<file path="src/sv/kvlp_pkg.sv">
// Shared types, codes and character classes for the key/value line parser.
package kvlp_pkg;

   typedef enum logic [3:0] {
      PH_SEARCH_KEY = 4'd0,
      PH_IN_KEY     = 4'd1,
      PH_SEARCH_SEP = 4'd2,
      PH_SEARCH_VAL = 4'd3,
      PH_IN_VALUE   = 4'd4,
      PH_IN_QUOTE   = 4'd5,
      PH_IN_ESCAPE  = 4'd6,
      PH_SEARCH_END = 4'd7,
      PH_COMMENT    = 4'd8,
      PH_ERROR      = 4'd9
   } phase_type;

   localparam logic [1:0] KIND_KEY      = 2'd0;
   localparam logic [1:0] KIND_VALUE    = 2'd1;
   localparam logic [1:0] KIND_LINE_END = 2'd2;

   localparam logic [1:0] CLS_STRING = 2'd0;
   localparam logic [1:0] CLS_INT    = 2'd1;
   localparam logic [1:0] CLS_DOUBLE = 2'd2;

   localparam logic [2:0] ST_OK         = 3'd0;
   localparam logic [2:0] ST_NO_KEY     = 3'd1;
   localparam logic [2:0] ST_BAD_KEY    = 3'd2;
   localparam logic [2:0] ST_NO_COLON   = 3'd3;
   localparam logic [2:0] ST_NO_VALUE   = 3'd4;
   localparam logic [2:0] ST_STRAY      = 3'd5;
   localparam logic [2:0] ST_OPEN_QUOTE = 3'd6;
   localparam logic [2:0] ST_EMPTY      = 3'd7;

   localparam logic [7:0] CH_LF        = 8'h0A;
   localparam logic [7:0] CH_SPACE     = 8'h20;
   localparam logic [7:0] CH_HASH      = 8'h23;
   localparam logic [7:0] CH_COLON     = 8'h3A;
   localparam logic [7:0] CH_DOT       = 8'h2E;
   localparam logic [7:0] CH_DASH      = 8'h2D;
   localparam logic [7:0] CH_UNDERSCORE = 8'h5F;
   localparam logic [7:0] CH_QUOTE     = 8'h22;
   localparam logic [7:0] CH_BACKSLASH = 8'h5C;

   function automatic logic is_ws(input logic [7:0] b);
      return (b == CH_SPACE) || (b >= 8'h09 && b <= 8'h0D && b != CH_LF);
   endfunction

   function automatic logic is_digit(input logic [7:0] b);
      return (b >= 8'h30) && (b <= 8'h39);
   endfunction

   function automatic logic is_key_char(input logic [7:0] b);
      return is_digit(b) || (b >= 8'h41 && b <= 8'h5A) || (b >= 8'h61 && b <= 8'h7A) ||
             (b == CH_UNDERSCORE) || (b == CH_DASH);
   endfunction

   // Class after one more value byte; present means a value byte came before.
   function automatic logic [1:0] class_update(input logic [1:0] cls,
                                               input logic [7:0] b,
                                               input logic present);
      logic [1:0] res;
      res = cls;
      if (cls == CLS_INT && b == CH_DOT) begin
         res = CLS_DOUBLE;
      end else if (cls != CLS_STRING) begin
         if ((cls == CLS_DOUBLE && b == CH_DOT) ||
             (!is_digit(b) && b != CH_DOT && b != CH_DASH) ||
             (b == CH_DASH && present)) begin
            res = CLS_STRING;
         end
      end
      return res;
   endfunction

endpackage

</file>
<file path="src/sv/key_value_line_parser.sv">
// Key/value line parser: one text byte per beat in, key/value bytes and line ends out.
//
// chan | dir | handshake           | fields (port = chan_field)
// req  | in  | req_valid req_stall | char_in stream_end
// rsp  | out | rsp_valid rsp_stall | item_kind byte_out escape_prefix line_status value_class
//
// One byte per cycle unless stalled. A beat is parsed in the cycle it is
// accepted and its result, if any, sits in the output register from the next cycle on.
// Reset (synchronous) puts the parser at the start of a line with no
// result pending. req_stall follows rsp_stall while a result waits, so the
// input stalls only when the output register is full and not being taken.
module key_value_line_parser (
   input  logic       clock,
   input  logic       reset,
   input  logic       req_valid,
   output logic       req_stall,
   input  logic [7:0] req_char_in,
   input  logic       req_stream_end,
   output logic       rsp_valid,
   input  logic       rsp_stall,
   output logic [1:0] rsp_item_kind,
   output logic [7:0] rsp_byte_out,
   output logic       rsp_escape_prefix,
   output logic [2:0] rsp_line_status,
   output logic [1:0] rsp_value_class
);
   import kvlp_pkg::*;

   // per-line parser state
   phase_type  phase_ff, phase_in;
   logic [2:0] error_kind_ff, error_kind_in;
   logic       quoted_seen_ff, quoted_seen_in;
   logic       key_present_ff, key_present_in;
   logic       value_present_ff, value_present_in;
   logic [1:0] class_ff, class_in;
   logic       line_open_ff, line_open_in;

   // output register
   logic       rsp_valid_ff;
   logic [1:0] kind_ff, kind_in;
   logic [7:0] byte_ff, byte_in;
   logic       esc_ff, esc_in;
   logic [2:0] status_ff, status_in;
   logic [1:0] vclass_ff, vclass_in;
   logic       res_fire;

   logic       req_fire;
   logic       out_free;
   logic       take_key;
   logic       take_value;
   logic       value_esc;
   logic [7:0] b;

   // The output register can be loaded when empty or being drained this cycle.
   assign out_free  = !rsp_valid_ff || !rsp_stall;
   assign req_stall = !out_free;
   assign req_fire  = req_valid && out_free;
   assign b         = req_char_in;

   always_comb begin
      phase_in         = phase_ff;
      error_kind_in    = error_kind_ff;
      quoted_seen_in   = quoted_seen_ff;
      key_present_in   = key_present_ff;
      value_present_in = value_present_ff;
      class_in         = class_ff;
      line_open_in     = line_open_ff;
      res_fire         = 1'b0;
      kind_in          = KIND_KEY;
      byte_in          = 8'h00;
      esc_in           = 1'b0;
      status_in        = ST_OK;
      vclass_in        = CLS_STRING;
      take_key         = 1'b0;
      take_value       = 1'b0;
      value_esc        = 1'b0;

      priority if (req_stream_end || b == CH_LF) begin
         // stream end closes a line only if one is open; newline always does
         if (!req_stream_end || line_open_ff) begin
            res_fire = 1'b1;
            kind_in  = KIND_LINE_END;
            priority if (phase_ff == PH_ERROR)       status_in = error_kind_ff;
            else if (phase_ff == PH_IN_QUOTE)        status_in = ST_OPEN_QUOTE;
            else if (!key_present_ff)                status_in = ST_NO_KEY;
            else if (!quoted_seen_ff && !value_present_ff) status_in = ST_EMPTY;
            else                                     status_in = ST_OK;
            vclass_in = (quoted_seen_ff || !value_present_ff) ? CLS_STRING : class_ff;
            phase_in         = PH_SEARCH_KEY;
            error_kind_in    = ST_OK;
            quoted_seen_in   = 1'b0;
            key_present_in   = 1'b0;
            value_present_in = 1'b0;
            class_in         = CLS_INT;
            line_open_in     = 1'b0;
         end
      end else begin
         line_open_in = 1'b1;
         unique case (phase_ff)
            PH_SEARCH_KEY: begin
               priority if (b == CH_HASH) phase_in = PH_COMMENT;
               else if (is_key_char(b)) begin
                  phase_in = PH_IN_KEY;
                  take_key = 1'b1;
               end else if (!is_ws(b)) begin
                  phase_in      = PH_ERROR;
                  error_kind_in = ST_BAD_KEY;
               end
            end
            PH_IN_KEY: begin
               priority if (b == CH_COLON) phase_in = PH_SEARCH_VAL;
               else if (is_ws(b))          phase_in = PH_SEARCH_SEP;
               else if (is_key_char(b))    take_key = 1'b1;
               else begin
                  phase_in      = PH_ERROR;
                  error_kind_in = ST_BAD_KEY;
               end
            end
            PH_SEARCH_SEP: begin
               priority if (b == CH_COLON) phase_in = PH_SEARCH_VAL;
               else if (!is_ws(b)) begin
                  phase_in      = PH_ERROR;
                  error_kind_in = ST_NO_COLON;
               end
            end
            PH_SEARCH_VAL: begin
               priority if (b == CH_HASH) begin
                  phase_in      = PH_ERROR;
                  error_kind_in = ST_NO_VALUE;
               end else if (b == CH_QUOTE) begin
                  phase_in = PH_IN_QUOTE;
               end else if (!is_ws(b)) begin
                  phase_in   = PH_IN_VALUE;
                  take_value = 1'b1;
               end
            end
            PH_IN_VALUE: begin
               priority if (b == CH_HASH) phase_in = PH_COMMENT;
               else if (is_ws(b))         phase_in = PH_SEARCH_END;
               else                       take_value = 1'b1;
            end
            PH_IN_QUOTE: begin
               quoted_seen_in = 1'b1;
               priority if (b == CH_QUOTE)  phase_in = PH_SEARCH_END;
               else if (b == CH_BACKSLASH)  phase_in = PH_IN_ESCAPE;
               else                         take_value = 1'b1;
            end
            PH_IN_ESCAPE: begin
               // a doubled backslash stays in the escape
               take_value = 1'b1;
               if (b != CH_BACKSLASH) begin
                  phase_in  = PH_IN_QUOTE;
                  value_esc = (b != CH_QUOTE);
               end
            end
            PH_SEARCH_END: begin
               priority if (b == CH_HASH) phase_in = PH_COMMENT;
               else if (!is_ws(b)) begin
                  phase_in      = PH_ERROR;
                  error_kind_in = ST_STRAY;
               end
            end
            default: ; // comment and error phases drop the rest of the line
         endcase

         if (take_key) begin
            res_fire       = 1'b1;
            kind_in        = KIND_KEY;
            byte_in        = b;
            key_present_in = 1'b1;
         end
         if (take_value) begin
            res_fire         = 1'b1;
            kind_in          = KIND_VALUE;
            byte_in          = b;
            esc_in           = value_esc;
            class_in         = class_update(class_ff, b, value_present_ff);
            value_present_in = 1'b1;
         end
      end
   end

   always_ff @(posedge clock) begin
      if (reset) begin
         phase_ff         <= PH_SEARCH_KEY;
         error_kind_ff    <= ST_OK;
         quoted_seen_ff   <= 1'b0;
         key_present_ff   <= 1'b0;
         value_present_ff <= 1'b0;
         class_ff         <= CLS_INT;
         line_open_ff     <= 1'b0;
         rsp_valid_ff     <= 1'b0;
      end else begin
         if (req_fire) begin
            phase_ff         <= phase_in;
            error_kind_ff    <= error_kind_in;
            quoted_seen_ff   <= quoted_seen_in;
            key_present_ff   <= key_present_in;
            value_present_ff <= value_present_in;
            class_ff         <= class_in;
            line_open_ff     <= line_open_in;
         end
         if (out_free) begin
            rsp_valid_ff <= req_fire && res_fire;
         end
      end
   end

   // payload of the output register, no reset needed
   always_ff @(posedge clock) begin
      if (req_fire && res_fire) begin
         kind_ff   <= kind_in;
         byte_ff   <= byte_in;
         esc_ff    <= esc_in;
         status_ff <= status_in;
         vclass_ff <= vclass_in;
      end
   end

   assign rsp_valid         = rsp_valid_ff;
   assign rsp_item_kind     = kind_ff;
   assign rsp_byte_out      = byte_ff;
   assign rsp_escape_prefix = esc_ff;
   assign rsp_line_status   = status_ff;
   assign rsp_value_class   = vclass_ff;

endmodule

</file>
<file path="config.mk">
export PLATFORM = sky130hd
export DESIGN_NAME = key_value_line_parser
export DESIGN_NICKNAME = d
export VERILOG_FILES = /design/src/sv/kvlp_pkg.sv /design/src/sv/key_value_line_parser.sv
export SDC_FILE = /design/constraint.sdc
export NUM_CORES = 1
export LEC_CHECK = 0
export ABC_CLOCK_PERIOD_IN_PS = 7200
export BUFFER_PORTS_ARGS = -buffer_cell sky130_fd_sc_hd__buf_4
export CAP_MARGIN = 20
export CORE_MARGIN = 2
export CORE_UTILIZATION = 35
export DETAILED_ROUTE_END_ITERATION = 8
export GPL_ROUTABILITY_DRIVEN = 0
export MAX_ROUTING_LAYER = met4
export PLACE_DENSITY_LB_ADDON = 0.3
export SYNTH_ARGS = -nofsm -noshare
export SYNTH_HDL_FRONTEND = slang
export SYNTH_SLANG_ARGS = --single-unit
</file>
<file path="constraint.sdc">
create_clock -name clock -period 7.2 [get_ports clock]
set_clock_uncertainty 0.1 [all_clocks]
set_input_delay 0.72 -clock clock [delete_from_list [all_inputs] [get_ports clock]]
set_output_delay 0.72 -clock clock [all_outputs]
set_load 0.02 [all_outputs]
</file>
==> results.py <==
metrics = {
    "floorplanning": {
        "design.core.area_sq_mm": 0.005574,
        "start_util_pct": 36.50,
        "boundaryPins": 31,
        "row_count": 27,
        "design.die.area_sq_mm": 0.006438,
        "die_w_um": 80.24,
        "fp.dieH_um": 80.24,
    },
    "power": {
        "p_sw_w": 0.0001039,
        "power.density_mw_per_mm2": 186.3,
        "switching_share_pct": 22.99,
        "combPwrFrac_pct": 13.8,
        "internal-power_w": 0.0003480,
        "ir_drop_mv": 0.09545,
        "power_w": 0.0004520,
        "pwr-share-seq_pct": 42.5,
        "p_leak_nw": 0.9017,
        "clockPowerShare_pct": 43.7,
    },
    "yosys": {
        "synth_cell_types": 63,
        "synth_area_leaders": "edfxtp_1, dfxtp_1, nor2_1",
        "yosysMostFrequentCell": "nor2_1",
        "ys.flop_type": "edfxtp_1",
        "synth_cells": 230,
        "syn_nets": 243,
        "synth_area_per_cell_sq_um": 8.845,
        "synth_warnings": 0,
        "netlist_area_sq_mm": 0.002034,
        "ys_seq_elements": 30,
        "synth_edf_count": 16,
        "synth-async-reset-ratio_pct": 0,
        "yosysTopAreaCell": "edfxtp_1",
        "synth_top_area_share_pct": 23.62,
        "yosysSeqAreaShare_pct": 37.39,
        "synth_common_cells": "nor2_1, nand2_1, a21oi_1, edfxtp_1, dfxtp_1",
    },
    "finish": {
        "antennaDiodeCount": 0,
        "regArea_sq_um": 760.7,
        "multi_input_area_sq_mm": 0.001184,
        "final_nets": 268,
        "syn_to_final_growth_pct": 19.25,
        "n_fill_cell": 565,
        "drive_gt1_share_pct": 22.27,
    },
    "sta": {
        "hold_violations": 0,
        "fin_crit_ns": 2.676,
        "relSlewSlack_pct": 41.62,
        "tns_ns": 0,
        "fin_crit_sh_pct": 37.16,
        "max_freq_mhz": 373.7,
        "drv_slew": 0,
        "worst_slew_pin_slew_ns": 0.8745,
        "rsz0062_at_grt": "no",
        "setup_viol": 0,
    },
    "place": {
        "place_hpwl_um": 3492,
        "portBuffers": 30,
    },
    "critical_path": {
        "crit_top_cell": "buf_4",
        "crit_path_max_fanout": 16,
        "crit_type": "primary input to flop",
        "cp-start-kind": "primary input",
        "r2r-start": "phase_ff[0]",
        "crit_required_ns": 7.13,
        "max_stage_delay_ns": 0.42,
        "crit_path_cell_trace": "buf_4 -> nor4b_2 -> nand3_2 -> a32o_1 -> a22oi_2 -> o22a_4 -> nand2b_1 -> o22ai_1 -> buf_4",
        "arrival_ns": 2.60,
        "cp_slowest_cell": "nor4b_2",
        "cp_top_family": "simple AND/OR/NAND/NOR gates",
        "worstSetupEndpointType": "flop",
        "startpoint": "req_char_in[2]",
        "crit_buf_inv": 2,
    },
    "clock_network": {
        "cts_tree": "done",
        "path_clk_slew_ns": 0.06,
        "hold_buffers": 0,
        "post_cts_resized": 0,
        "postCtsSetupBuffers": 0,
        "clock_latency_ns": 0.28,
        "root_buffer": "clkbuf_8",
        "cts_buffers": 5,
        "htreeDepth": 2,
        "cts_buffer_depth": 2,
        "clock_sinks": 30,
    },
    "drt": {
        "via_count": 1844,
        "drt-total-wl_um": 4677,
        "drtPass1Iterations": 4,
        "wl_per_cell_um": 14.26,
        "ant_nets": 0,
        "post-route-drc-count": 0,
        "viasPerCell": 5.622,
        "drt-initial-drc-count": 182,
    },
    "status": {
        "status": "finished, final reports clean",
    },
    "global_routing": {
        "grt_max_degree": 29,
        "grt_pass1_wl_um": 8052,
        "grt-ovfl-total": 0,
        "grt_pass1_vias": 1647,
        "antenna_found_initial": 0,
        "grt_usage_pct": 16.45,
    },
    "run": {
        "cap_violations": 0,
    },
    "hold_path": {
        "worstHoldStart": "error_kind_ff[1]",
        "hold_path_class": "flop to flop",
    },
}
## per-layer routing
metal / global-route usage [%] / routed length [um]
met1: 22.00 / 2154
met3: 3.483 / 269
met4: 5.593 / 68
met2: 24.75 / 2185
met5: - / 0
## worst register-to-register path: cells and delay by family, from the launching register on
family                 cells  cell delay (ns)
AOI/OAI and AO/OA          4             0.75
and+or+nand+nor            2             0.44
buffers and inverters      2             0.38
DFF                        1             0.66
## worst paths after layout
| path | end | slack (ns) | depth (start not counted) |
|---|---|---|---|
| setup / recovery | rsp_byte_out[4] | 4.52 | 9 |
| hold / removal | error_kind_ff[1] | 0.39 | 1 |
| setup reg to reg | rsp_byte_out[4] | 4.54 | 8 |
| hold reg to reg | error_kind_ff[1] | 0.39 | 1 |
## logic make-up (layout without fill, tap and decap cells)
kind of cell,count (synthesis),after routing,synth area share [%]
AND/OR/NAND/NOR,103,103,29.46
AO/OA/AOI/OAI,76,76,28.23
buffers and inverters,20,46,4.428
multiplexers,1,1,0.4920
flip-flops,30,30,37.39
## flip-flops by register name, indices dropped and copies added, names as in the netlist, 2 cells and up
name	count
rsp_line_status	3
rsp_value_class	2
rsp_item_kind	2
class_ff	2
phase_ff	4
rsp_byte_out	8
error_kind_ff	3
## cells in the final DEF (no fill, tap or decap), types with 3 or more instances in the layout
master     n
a21boi_0   3
a21oi_1   17
a31oi_1    3
a211oi_1   3
buf_4     31
nand3_1    6
nor3_1     8
o21ai_0   13
inv_1      7
clkbuf_8   5
nand2_1   18
nor2_1    25
nor2b_1    4
and2_1     8
o22ai_1    3
a32o_1     4
o21a_1     6
a211o_1    3
dfxtp_1   14
nand2b_1   6
edfxtp_1  16
## area by class of cell
class                      count  share of cell area, %
clock inverter                 3                  2.630
clock buffer                   5                  2.837
tap                           72                  3.713
inverter                       7                  1.083
multi-input combinational    180                  48.79
sequential                    30                  31.36
timing repair buffer          31                  9.593
## metrics by stage
step	instance area, sq um	utilization (%)	cells	hold WS, ns	setup WS (ns)
after floorplan	2034	-	230	0.3417	4.094
after global placement	2293	41.14	320	0.3731	4.305
after detailed placement	2293	41.14	320	0.3696	4.248
after CTS	2426	43.52	328	0.3892	4.534
after global routing	2426	43.52	328	0.4272	4.298
final	2426	43.52	328	0.3891	4.524
## power groups by stage
stage / registers [W] / logic (W) / clock network [W]
after floorplan: 0.000197 / 0.0000383 / 0
after CTS: 0.000192 / 0.0000622 / 0.000202
after global placement: 0.000196 / 0.0000616 / 0
final: 0.000192 / 0.0000622 / 0.000198
after global routing: 0.000193 / 0.0000684 / 0.000210
after detailed placement: 0.000196 / 0.0000620 / 0
No activity file was read; power rests on OpenSTA's default activity.
